[config.mk]
export PLATFORM = sky130hd
export DESIGN_NAME = fixed_step_tick_scheduler
export DESIGN_NICKNAME = d
export VERILOG_FILES = /design/src/hw/rtl/tss_pkg.sv /design/src/hw/rtl/tss_div.sv /design/src/hw/rtl/tss_mul.sv /design/src/hw/rtl/fixed_step_tick_scheduler.sv
export SDC_FILE = /design/constraint.sdc
export NUM_CORES = 2
export LEC_CHECK = 0
export BUFFER_PORTS_ARGS = -buffer_cell sky130_fd_sc_hd__clkbuf_2
export CAP_MARGIN = 10
export CORE_MARGIN = 2
export CORE_UTILIZATION = 35
export DETAILED_ROUTE_END_ITERATION = 8
export SYNTH_ARGS = -nofsm -noshare
export SYNTH_HDL_FRONTEND = slang
export SYNTH_SLANG_ARGS = --single-unit
[constraint.sdc]
create_clock -name clk -period 12.22 [get_ports clk]
set_input_delay 0.611 -clock clk [delete_from_list [all_inputs] [get_ports clk]]
set_output_delay 0.611 -clock clk [all_outputs]
set_load 0.03 [all_outputs]
[src/hw/rtl/tss_pkg.sv]
// Shared types and constants for the fixed-step tick scheduler.
// Depends on nothing; every other file in hw/rtl imports it.
`default_nettype none

package tss_pkg;

	localparam int unsigned TIME_W    = 32;  // microsecond quantities
	localparam int unsigned SUM_W     = 33;  // accumulator plus frame time
	localparam int unsigned TOT_W     = 64;  // running totals
	localparam int unsigned TICK_W    = 8;   // tick cap and ticks per frame
	localparam int unsigned ALPHA_W   = 16;  // interpolation fraction field
	localparam int unsigned ITER_W    = 6;   // divider iteration count
	localparam int unsigned MUL_CNT_W = 4;   // multiplier iteration count
	localparam int unsigned CFG_IDX_W = 2;

	localparam logic [TIME_W-1:0] STEP_DEFAULT      = 32'd16667;
	localparam logic [TIME_W-1:0] FRAME_MAX_DEFAULT = 32'd100000;
	localparam logic [TICK_W-1:0] TICK_CAP_DEFAULT  = 8'd8;

	localparam logic [CFG_IDX_W-1:0] CFG_FIXED_STEP = 2'd0;
	localparam logic [CFG_IDX_W-1:0] CFG_MAX_FRAME  = 2'd1;
	localparam logic [CFG_IDX_W-1:0] CFG_MAX_TICKS  = 2'd2;

	localparam logic FUNC_ADVANCE = 1'b0;
	localparam logic FUNC_CLEAR   = 1'b1;

	typedef struct packed {
		logic              func;
		logic [TIME_W-1:0] raw_delta;
	} in_t;

	typedef struct packed {
		logic [TICK_W-1:0]  ticks_to_run;
		logic [SUM_W-1:0]   dropped_ticks;
		logic [TIME_W-1:0]  frame_delta;
		logic [TOT_W-1:0]   dropped_time;
		logic [ALPHA_W-1:0] alpha;
		logic [TOT_W-1:0]   frame_total;
		logic [TOT_W-1:0]   tick_total;
		logic [TOT_W-1:0]   dropped_tick_total;
		logic [TOT_W-1:0]   sim_time_total;
		logic [TOT_W-1:0]   real_time_total;
		logic [TOT_W-1:0]   dropped_time_total;
		logic [TIME_W-1:0]  accum_left;
	} out_t;

	typedef struct packed {
		logic              start;
		logic [ITER_W-1:0] iters;
	} div_req_t;

	typedef struct packed {
		logic busy;
		logic done;
	} unit_sts_t;

endpackage

`default_nettype wire

[src/hw/rtl/tss_div.sv]
// Bit-serial restoring divider, one quotient bit per cycle.
// Depends on tss_pkg; shared by the step split and the fraction.
`default_nettype none

module tss_div import tss_pkg::*; (
	input  logic              clk,
	input  logic              arst_n,
	input  div_req_t          req,
	input  logic [SUM_W-1:0]  dividend,
	input  logic [TIME_W-1:0] rem_init,
	input  logic [TIME_W-1:0] divisor,
	output unit_sts_t         sts,
	output logic [SUM_W-1:0]  quo,
	output logic [TIME_W-1:0] rem
);

	logic [SUM_W-1:0]  dvd_q;
	logic [SUM_W-1:0]  quo_q;
	logic [TIME_W-1:0] rem_q;
	logic [ITER_W-1:0] cnt_q;
	logic              busy_q;
	logic              done_q;
	logic [TIME_W+1:0] diff;
	logic              ge;
	logic [TIME_W-1:0] rem_nxt;

	// Partial remainder stays below the divisor, so 32 bits carry it.
	always_comb begin
		diff    = {1'b0, rem_q, dvd_q[SUM_W-1]} - {2'b00, divisor};
		ge      = ~diff[TIME_W+1];
		rem_nxt = ge ? diff[TIME_W-1:0] : {rem_q[TIME_W-2:0], dvd_q[SUM_W-1]};
	end

	always_ff @(posedge clk or negedge arst_n) begin
		if (!arst_n) begin
			busy_q <= 1'b0;
			done_q <= 1'b0;
			cnt_q  <= '0;
		end else begin
			done_q <= 1'b0;
			if (req.start) begin
				busy_q <= 1'b1;
				cnt_q  <= req.iters;
			end else if (busy_q) begin
				cnt_q <= cnt_q - ITER_W'(1);
				if (cnt_q == ITER_W'(1)) begin
					busy_q <= 1'b0;
					done_q <= 1'b1;
				end
			end
		end
	end

	always_ff @(posedge clk) begin
		if (req.start) begin
			dvd_q <= dividend;
			rem_q <= rem_init;
			quo_q <= '0;
		end else if (busy_q) begin
			dvd_q <= {dvd_q[SUM_W-2:0], 1'b0};
			rem_q <= rem_nxt;
			quo_q <= {quo_q[SUM_W-2:0], ge};
		end
	end

	assign sts.busy = busy_q;
	assign sts.done = done_q;
	assign quo      = quo_q;
	assign rem      = rem_q;

endmodule

`default_nettype wire

[src/hw/rtl/tss_mul.sv]
// Bit-serial shift-add multiplier, tick count by step length, MSB first.
// Depends on tss_pkg; the product never exceeds the 33-bit frame sum.
`default_nettype none

module tss_mul import tss_pkg::*; (
	input  logic              clk,
	input  logic              arst_n,
	input  logic              start,
	input  logic [TICK_W-1:0] mplier,
	input  logic [TIME_W-1:0] mcand,
	output unit_sts_t         sts,
	output logic [SUM_W-1:0]  prod
);

	logic [SUM_W-1:0]     acc_q;
	logic [TICK_W-1:0]    mpl_q;
	logic [MUL_CNT_W-1:0] cnt_q;
	logic                 busy_q;
	logic                 done_q;
	logic [SUM_W-1:0]     acc_nxt;

	// Partial products are the product shifted down, so they fit too.
	assign acc_nxt = {acc_q[SUM_W-2:0], 1'b0}
		+ (mpl_q[TICK_W-1] ? {1'b0, mcand} : SUM_W'(0));

	always_ff @(posedge clk or negedge arst_n) begin
		if (!arst_n) begin
			busy_q <= 1'b0;
			done_q <= 1'b0;
			cnt_q  <= '0;
		end else begin
			done_q <= 1'b0;
			if (start) begin
				busy_q <= 1'b1;
				cnt_q  <= MUL_CNT_W'(TICK_W);
			end else if (busy_q) begin
				cnt_q <= cnt_q - MUL_CNT_W'(1);
				if (cnt_q == MUL_CNT_W'(1)) begin
					busy_q <= 1'b0;
					done_q <= 1'b1;
				end
			end
		end
	end

	always_ff @(posedge clk) begin
		if (start) begin
			acc_q <= '0;
			mpl_q <= mplier;
		end else if (busy_q) begin
			acc_q <= acc_nxt;
			mpl_q <= {mpl_q[TICK_W-2:0], 1'b0};
		end
	end

	assign sts.busy = busy_q;
	assign sts.done = done_q;
	assign prod     = acc_q;

endmodule

`default_nettype wire

[src/hw/rtl/fixed_step_tick_scheduler.sv]
// Fixed-step tick scheduler. An advance transaction runs the 33-step serial
// split of the frame sum into whole steps and a remainder, and then the
// ALPHA_BITS-step serial division of that remainder into the fraction.
// A clear transaction goes from ST_IDLE straight to ST_FIN, where its result is loaded.
// One item in flight: the block is ready for the next in the cycle after the result is loaded.
// Reset: asynchronous, active low; totals zero, registers at defaults.
`default_nettype none

module fixed_step_tick_scheduler import tss_pkg::*; #(
	parameter int unsigned ALPHA_BITS = 16
) (
	input  logic                 clk,
	input  logic                 arst_n,
	input  logic                 in_valid,
	output logic                 in_ready,
	input  in_t                  in_data,
	output logic                 out_valid,
	input  logic                 out_ready,
	output out_t                 out_data,
	input  logic                 cfg_valid,
	output logic                 cfg_ready,
	input  logic [CFG_IDX_W-1:0] cfg_index,
	input  logic [TIME_W-1:0]    cfg_data
);

	typedef enum logic [3:0] {
		ST_IDLE,
		ST_SUM,
		ST_QSTART,
		ST_QWAIT,
		ST_CAP,
		ST_FSTART,
		ST_FWAIT,
		ST_DT,
		ST_FIN
	} state_t;

	function automatic logic [TOT_W-1:0] sat_add(
		input logic [TOT_W-1:0] a,
		input logic [TOT_W-1:0] b
	);
		logic [TOT_W:0] s;
		s = {1'b0, a} + {1'b0, b};
		return s[TOT_W] ? {TOT_W{1'b1}} : s[TOT_W-1:0];
	endfunction

	// Configuration registers and their effective values (zero selects default)
	logic [TIME_W-1:0] fixed_step_q;
	logic [TIME_W-1:0] max_frame_q;
	logic [TICK_W-1:0] max_ticks_q;
	logic [TIME_W-1:0] step_eff;
	logic [TIME_W-1:0] fmax_eff;
	logic [TICK_W-1:0] cap_eff;

	state_t            state_q;
	logic              clr_q;
	logic [TIME_W-1:0] raw_q;
	logic [TIME_W-1:0] fd_q;
	logic [SUM_W-1:0]  sum_q;
	logic [SUM_W-1:0]  whole_q;
	logic [SUM_W-1:0]  wstep_q;
	logic [TICK_W-1:0] run_q;
	logic [SUM_W-1:0]  drop_q;
	logic [SUM_W-1:0]  dtime_q;
	logic [ALPHA_W-1:0] alpha_q;
	logic [TIME_W-1:0] accum_q;

	logic [TOT_W-1:0]  frames_q;
	logic [TOT_W-1:0]  ticks_q;
	logic [TOT_W-1:0]  lost_q;
	logic [TOT_W-1:0]  sim_q;
	logic [TOT_W-1:0]  real_q;
	logic [TOT_W-1:0]  tlost_q;

	out_t              out_q;
	logic              out_valid_q;

	// Serial units; only the divider is shared
	div_req_t          div_req;
	unit_sts_t         div_sts;
	logic [SUM_W-1:0]  div_dvd;
	logic [TIME_W-1:0] div_rinit;
	logic [SUM_W-1:0]  div_quo;
	logic [TIME_W-1:0] div_rem;
	unit_sts_t         mul_sts;
	logic [SUM_W-1:0]  mul_prod;

	// Combinational helpers
	logic              out_free;
	logic [TICK_W-1:0] run_d;
	logic [TOT_W-1:0]  frames_n;
	logic [TOT_W-1:0]  ticks_n;
	logic [TOT_W-1:0]  lost_n;
	logic [TOT_W-1:0]  sim_n;
	logic [TOT_W-1:0]  real_n;
	logic [TOT_W-1:0]  tlost_n;

	assign step_eff = (fixed_step_q == '0) ? STEP_DEFAULT : fixed_step_q;
	assign fmax_eff = (max_frame_q == '0) ? FRAME_MAX_DEFAULT : max_frame_q;
	assign cap_eff  = (max_ticks_q == '0) ? TICK_CAP_DEFAULT : max_ticks_q;

	assign cfg_ready = 1'b1;
	assign in_ready  = (state_q == ST_IDLE);
	assign out_valid = out_valid_q;
	assign out_data  = out_q;
	assign out_free  = !out_valid_q || out_ready;

	// Register writes; an index beyond the list is dropped
	always_ff @(posedge clk or negedge arst_n) begin
		if (!arst_n) begin
			fixed_step_q <= STEP_DEFAULT;
			max_frame_q  <= FRAME_MAX_DEFAULT;
			max_ticks_q  <= TICK_CAP_DEFAULT;
		end else if (cfg_valid) begin
			unique case (cfg_index)
				CFG_FIXED_STEP: fixed_step_q <= cfg_data;
				CFG_MAX_FRAME:  max_frame_q  <= cfg_data;
				CFG_MAX_TICKS:  max_ticks_q  <= cfg_data[TICK_W-1:0];
				default: ;
			endcase
		end
	end

	// The divider first splits the frame sum into whole steps and a
	// remainder, then works out the remainder as a fraction of a step.
	always_comb begin
		div_req.start = (state_q == ST_QSTART) || (state_q == ST_FSTART);
		if (state_q == ST_QSTART) begin
			div_req.iters = ITER_W'(SUM_W);
			div_dvd       = sum_q;
			div_rinit     = '0;
		end else begin
			div_req.iters = ITER_W'(ALPHA_BITS);
			div_dvd       = '0;
			div_rinit     = accum_q;
		end
	end

	tss_div u_div (
		.clk      (clk),
		.arst_n   (arst_n),
		.req      (div_req),
		.dividend (div_dvd),
		.rem_init (div_rinit),
		.divisor  (step_eff),
		.sts      (div_sts),
		.quo      (div_quo),
		.rem      (div_rem)
	);

	// Executed step time: ticks run times step, alongside the fraction
	tss_mul u_mul (
		.clk    (clk),
		.arst_n (arst_n),
		.start  (state_q == ST_FSTART),
		.mplier (run_q),
		.mcand  (step_eff),
		.sts    (mul_sts),
		.prod   (mul_prod)
	);

	// Clamp the whole steps to the tick cap
	assign run_d = (whole_q < SUM_W'(cap_eff)) ? whole_q[TICK_W-1:0] : cap_eff;

	// Running totals, each saturating at all ones
	assign frames_n = sat_add(frames_q, TOT_W'(1));
	assign real_n   = sat_add(real_q, TOT_W'(raw_q));
	assign ticks_n  = sat_add(ticks_q, TOT_W'(run_q));
	assign lost_n   = sat_add(lost_q, TOT_W'(drop_q));
	assign sim_n    = sat_add(sim_q, TOT_W'(mul_prod));
	assign tlost_n  = sat_add(tlost_q, TOT_W'(dtime_q));

	always_ff @(posedge clk or negedge arst_n) begin
		if (!arst_n) begin
			state_q     <= ST_IDLE;
			out_valid_q <= 1'b0;
			out_q       <= '0;
			clr_q       <= 1'b0;
			raw_q       <= '0;
			fd_q        <= '0;
			sum_q       <= '0;
			whole_q     <= '0;
			wstep_q     <= '0;
			run_q       <= '0;
			drop_q      <= '0;
			dtime_q     <= '0;
			alpha_q     <= '0;
			accum_q     <= '0;
			frames_q    <= '0;
			ticks_q     <= '0;
			lost_q      <= '0;
			sim_q       <= '0;
			real_q      <= '0;
			tlost_q     <= '0;
		end else begin
			// Retire the held result once the sink takes it; in ST_FIN the
			// next result takes its place instead
			if (out_valid_q && out_ready && (state_q != ST_FIN)) begin
				out_valid_q <= 1'b0;
			end

			unique case (state_q)
				ST_IDLE: begin
					if (in_valid) begin
						clr_q <= in_data.func;
						raw_q <= in_data.raw_delta;
						fd_q  <= (in_data.raw_delta < fmax_eff) ? in_data.raw_delta
							: fmax_eff;
						state_q <= (in_data.func == FUNC_CLEAR) ? ST_FIN : ST_SUM;
					end
				end
				ST_SUM: begin
					sum_q   <= {1'b0, accum_q} + {1'b0, fd_q};
					state_q <= ST_QSTART;
				end
				ST_QSTART: begin
					state_q <= ST_QWAIT;
				end
				ST_QWAIT: begin
					if (div_sts.done) begin
						whole_q <= div_quo;
						accum_q <= div_rem;
						state_q <= ST_CAP;
					end
				end
				ST_CAP: begin
					run_q   <= run_d;
					drop_q  <= whole_q - SUM_W'(run_d);
					wstep_q <= sum_q - {1'b0, accum_q};
					state_q <= ST_FSTART;
				end
				ST_FSTART: begin
					state_q <= ST_FWAIT;
				end
				ST_FWAIT: begin
					if (div_sts.done) begin
						alpha_q <= div_quo[ALPHA_W-1:0];
						state_q <= ST_DT;
					end
				end
				ST_DT: begin
					// Dropped time: whole-step time less the time run
					if (!mul_sts.busy) begin
						dtime_q <= wstep_q - mul_prod;
						state_q <= ST_FIN;
					end
				end
				ST_FIN: begin
					if (out_free) begin
						out_valid_q <= 1'b1;
						state_q     <= ST_IDLE;
						if (clr_q) begin
							accum_q  <= '0;
							frames_q <= '0;
							ticks_q  <= '0;
							lost_q   <= '0;
							sim_q    <= '0;
							real_q   <= '0;
							tlost_q  <= '0;
							out_q    <= '0;
						end else begin
							frames_q <= frames_n;
							ticks_q  <= ticks_n;
							lost_q   <= lost_n;
							sim_q    <= sim_n;
							real_q   <= real_n;
							tlost_q  <= tlost_n;
							out_q.ticks_to_run       <= run_q;
							out_q.dropped_ticks      <= drop_q;
							out_q.frame_delta        <= fd_q;
							out_q.dropped_time       <= TOT_W'(dtime_q);
							out_q.alpha              <= alpha_q;
							out_q.frame_total        <= frames_n;
							out_q.tick_total         <= ticks_n;
							out_q.dropped_tick_total <= lost_n;
							out_q.sim_time_total     <= sim_n;
							out_q.real_time_total    <= real_n;
							out_q.dropped_time_total <= tlost_n;
							out_q.accum_left         <= accum_q;
						end
					end
				end
				default: state_q <= ST_IDLE;
			endcase
		end
	end

endmodule

`default_nettype wire

==> impl_results.md <==
- Boundary Pins: 644
- Largest net degree at the start of global routing: 201
- Crit path time final: 5.219 ns
- Remaining Overflow, GRT: 0
- GRT Util Overall: 24.78%
- Worst Max-Slew Pin Slew: 1.196 ns
- CP Capture Type: register
- Most common cell on crit path: o21ai_0
- IO buf count: 611
- Wirelength, routed: 230200 um
- Layout cell share with drive strength beyond 1: 15.24%
- Num CTS Buffers: 130
- Post-Place Cells: 9557
- Crit path buf inv count: 0
- Core area: 176700 um2
- RSZ-0062 raised after global routing: no
- Period utilization: 42.71%
- Reg2reg path depth: 18
- Die W: 426.2 um
- Clock-pin slew on the worst setup and hold paths: 0.06 ns
- Worst Path Class, Setup: register to register
- Placed Area: 67580 um2
- Initial core utilization: 35.30%
- Startpoint Class: register
- Root Driver: clkbuf_16
- F_max: 0.1916 GHz
- Setup violations, final: 0
- Post-synth cell types: 109
- Number of fill cells: 17460
- FF-to-FF Start: whole_q[20]$_DFFE_PN0P_
- Static leakage: 34.65 nW
- Yosys warning count: 0
- Power Dens Cells: 171.1 nW/um2
- Multi-input logic area: 33690 um2
- Final HPWL DP: 173200 um
- Critical Path Slowest Stage Cell: nor3b_2
- Crit path DAT: 5.87 ns
- Routed len/inst: 23.50 um
- Drt first pass iters: 6
- Worst stage delay on the critical path: 0.59 ns
- Final cell count without fillers: 9797
- Post-Synthesis Cells: 6879
- # rows: 154
- Fin Setup TNS: 0 ns
- Starting DRT DRC Count: 4634
- Post-synth top flop: dfrtp_1
- CP Max Fanout: 8
- TritonCTS clock tree: yes
- Vias in the first global route: 52620
- CP Depth: 18
- Max-cap viol count: 0
- Number of clock sinks: 1053
- Relative slew slack: 19.88%
- Largest delay share family, worst path: simple AND/OR/NAND/NOR gates
- Post-synth EDFFs: 73
- Initial antenna violation count: 13
- Final max-slew violation count: 0
- DP Worst Slack: 7.021 ns
- Final Skew: 0.02950 ns
- R2R Setup Slk: 7.00 ns
- Synth Area in Simple Gates: 16.81%
- VDD IR max: 0.0001322 V
- Final hold vios: 0
- Worst hold path class: input port to register
- First-pass GRT wire length: 343200 um
- DR vias/cell: 5.651
- CP Data Required Time: 12.87 ns
- Setup ws final: 7.001 ns
- Syn_area_per_cell: 9.068 um2
- Sequential area share after synthesis: 42.32%
- Final non-filler cell area: 72030 um2
- Die area: 181600 um2
- FFs w/ async S/R, synth: 86.80%
- H-Tree Depth: 4
- Top cells by area, synth: dfrtp_1 36%, ha_1 7.0%, nand2_1 5.8%
- Largest family of logic cells by synthesized area: compound AO/OA/AOI/OAI gates
- Crit path cell chain: or3_1, or4_4, or4_4, nor4_4, o211ai_4, mux2_4, ha_1, fa_1, nor2b_1, o21ai_0, a21boi_0, o21ai_0, a21boi_0, o21ai_0, nor3b_2, nand3b_1, xor2_1, o21ai_0
- Layout area overhead: 15.47%
- Via count: 55370
- Height of the die: 426.2 um
- Yosys top cell by area: dfrtp_1
- GPL Wtd Cong: 0.9521
- Seq cells post-synth: 1053
- Yosys top cell area share: 36.14%
- Register area: 26410 um2
- Commonest cells in the netlist: 968 x nand2_1, 901 x dfrtp_1, 590 x o21ai_0
- Routed Antenna Nets: 0
- Xor/xnor cell area share of the yosys netlist: 3.763%
- Worst flop-to-flop path endpoint: drop_q[28]$_DFFE_PN0P_
- Crit path launch: whole_q[20]$_DFFE_PN0P_
- Adder-cell area share of the yosys netlist: 7.353%
- Outcome: finished, final reports clean
- Compound-gate portion of the synthesized area: 21.45%
- CTS Buffer Depth: 3
- Synthesized area: 62380 um2
- End of the critical path: drop_q[28]$_DFFE_PN0P_
- Multiplexer share of the synthesized area: 4.284%
- Most common cell in the netlist: nand2_1
- Skew-Pair Late Insertion Delay: 0.80 ns
- Final nets: 7782
- Remaining DRCs: 0
## state kept, by name, indices dropped and copies added (netlist names), 33 cells and up
signal,count
drop_q,33
dtime_q,33
frames_q,64
lost_q,64
out_data,154
real_q,64
sim_q,64
sum_q,33
ticks_q,64
tlost_q,64
u_div.dvd_q,33
u_div.quo,33
u_mul.prod,33
whole_q,33
wstep_q,33
## through the flow
stage / power (mW) / util, % / hold WS [ns]
floorplan: 7.072 / - / 0.3154
global placement: 8.212 / 38.25 / 0.4636
detailed placement: 8.285 / 38.25 / 0.4658
CTS: 12.38 / 40.76 / 0.02371
global route: 13.04 / 40.77 / 0.05819
finish: 12.32 / 40.77 / 0.09984
## worst min-delay path by stage
stage	from	to	slack, ns	cells past startpoint
2_1_floorplan	arst_n	accum_q[0]$_DFFE_PN0P_	0.32	0
3_3_place_gp	out_data[546]$_DFFE_PN0P_	out_data[546]$_DFFE_PN0P_	0.46	2
3_5_place_dp	out_data[16]$_DFFE_PN0P_	out_data[16]$_DFFE_PN0P_	0.47	2
4_1_cts	cfg_data[21]	fixed_step_q[21]$_DFFE_PN0P_	0.02	3
5_1_grt	cfg_data[18]	max_frame_q[18]$_DFFE_PN0P_	0.06	2
6_report	in_data[15]	raw_q[15]$_DFFE_PN0P_	0.1	3
## cell usage in the layout (no fill, tap or decap), types with 65 or more instances in the layout
cell type  instances
nand4_1           66
mux2_2           136
a31oi_1          119
o31ai_1          119
a21o_1           200
a21oi_1          442
inv_1            246
nand2_1          962
dfrtp_1          898
and3_1           119
clkbuf_2         610
and2_1            72
clkbuf_16        132
nor3_1           121
o22a_1            65
mux2i_1          111
xor2_1           106
dfxtp_1           66
edfxtp_1          73
a211oi_1          92
xnor2_1          162
nor2_1           427
o21ai_0          590
ha_1             349
nand3_1          186
## cells by family after synthesis
group,count (synthesis)
and+or+nand+nor,2259
other,2
DFF,1053
AOI/OAI and AO/OA,2071
adders and majority gates,360
buffers and inverters,617
muxes,249
xor gates and xnor gates,268
## worst register-to-register path, delay by kind of cell (launching register included)
kind,cells,cell delay [ns]
simple gates,7,2.43
compound gates,7,1.39
flops,1,0.42
fa+ha+maj,2,0.42
xor+xnor,1,0.17
mux,1,0.25
## timing repair
action | in CTS | in global routing
hold endpoints to repair | 92 | 0
hold buffers | 1 | 0
buffers inserted | 0 | 0
gates resized for setup | 0 | 0
## where the power goes
group          total (mW)  internal (mW)  switching (mW)
sequential           4.38           3.90           0.478
clock                4.05           2.36            1.69
combinational        3.89           1.58            2.31
total                12.3           7.84            4.48
## cell type report
class / instances / area share [%]
clock buffer: 193 / 5.307
antenna: 1 / 0.003474
inverter: 247 / 1.294
sequential: 1053 / 36.66
tap: 2340 / 4.065
timing repair buffer: 679 / 5.041
clock inverter: 45 / 0.8494
multi-input combinational: 5239 / 46.78
## metal layers
metal	track usage (%)	vias up	share of wire, %
met5	0	-	0.018
met4	13.16	6	5.9
met3	3.665	431	5.8
met2	39.09	1799	45
met1	32.81	27300	43
li1	-	25840	-
Power figures use the tool's default switching activity.
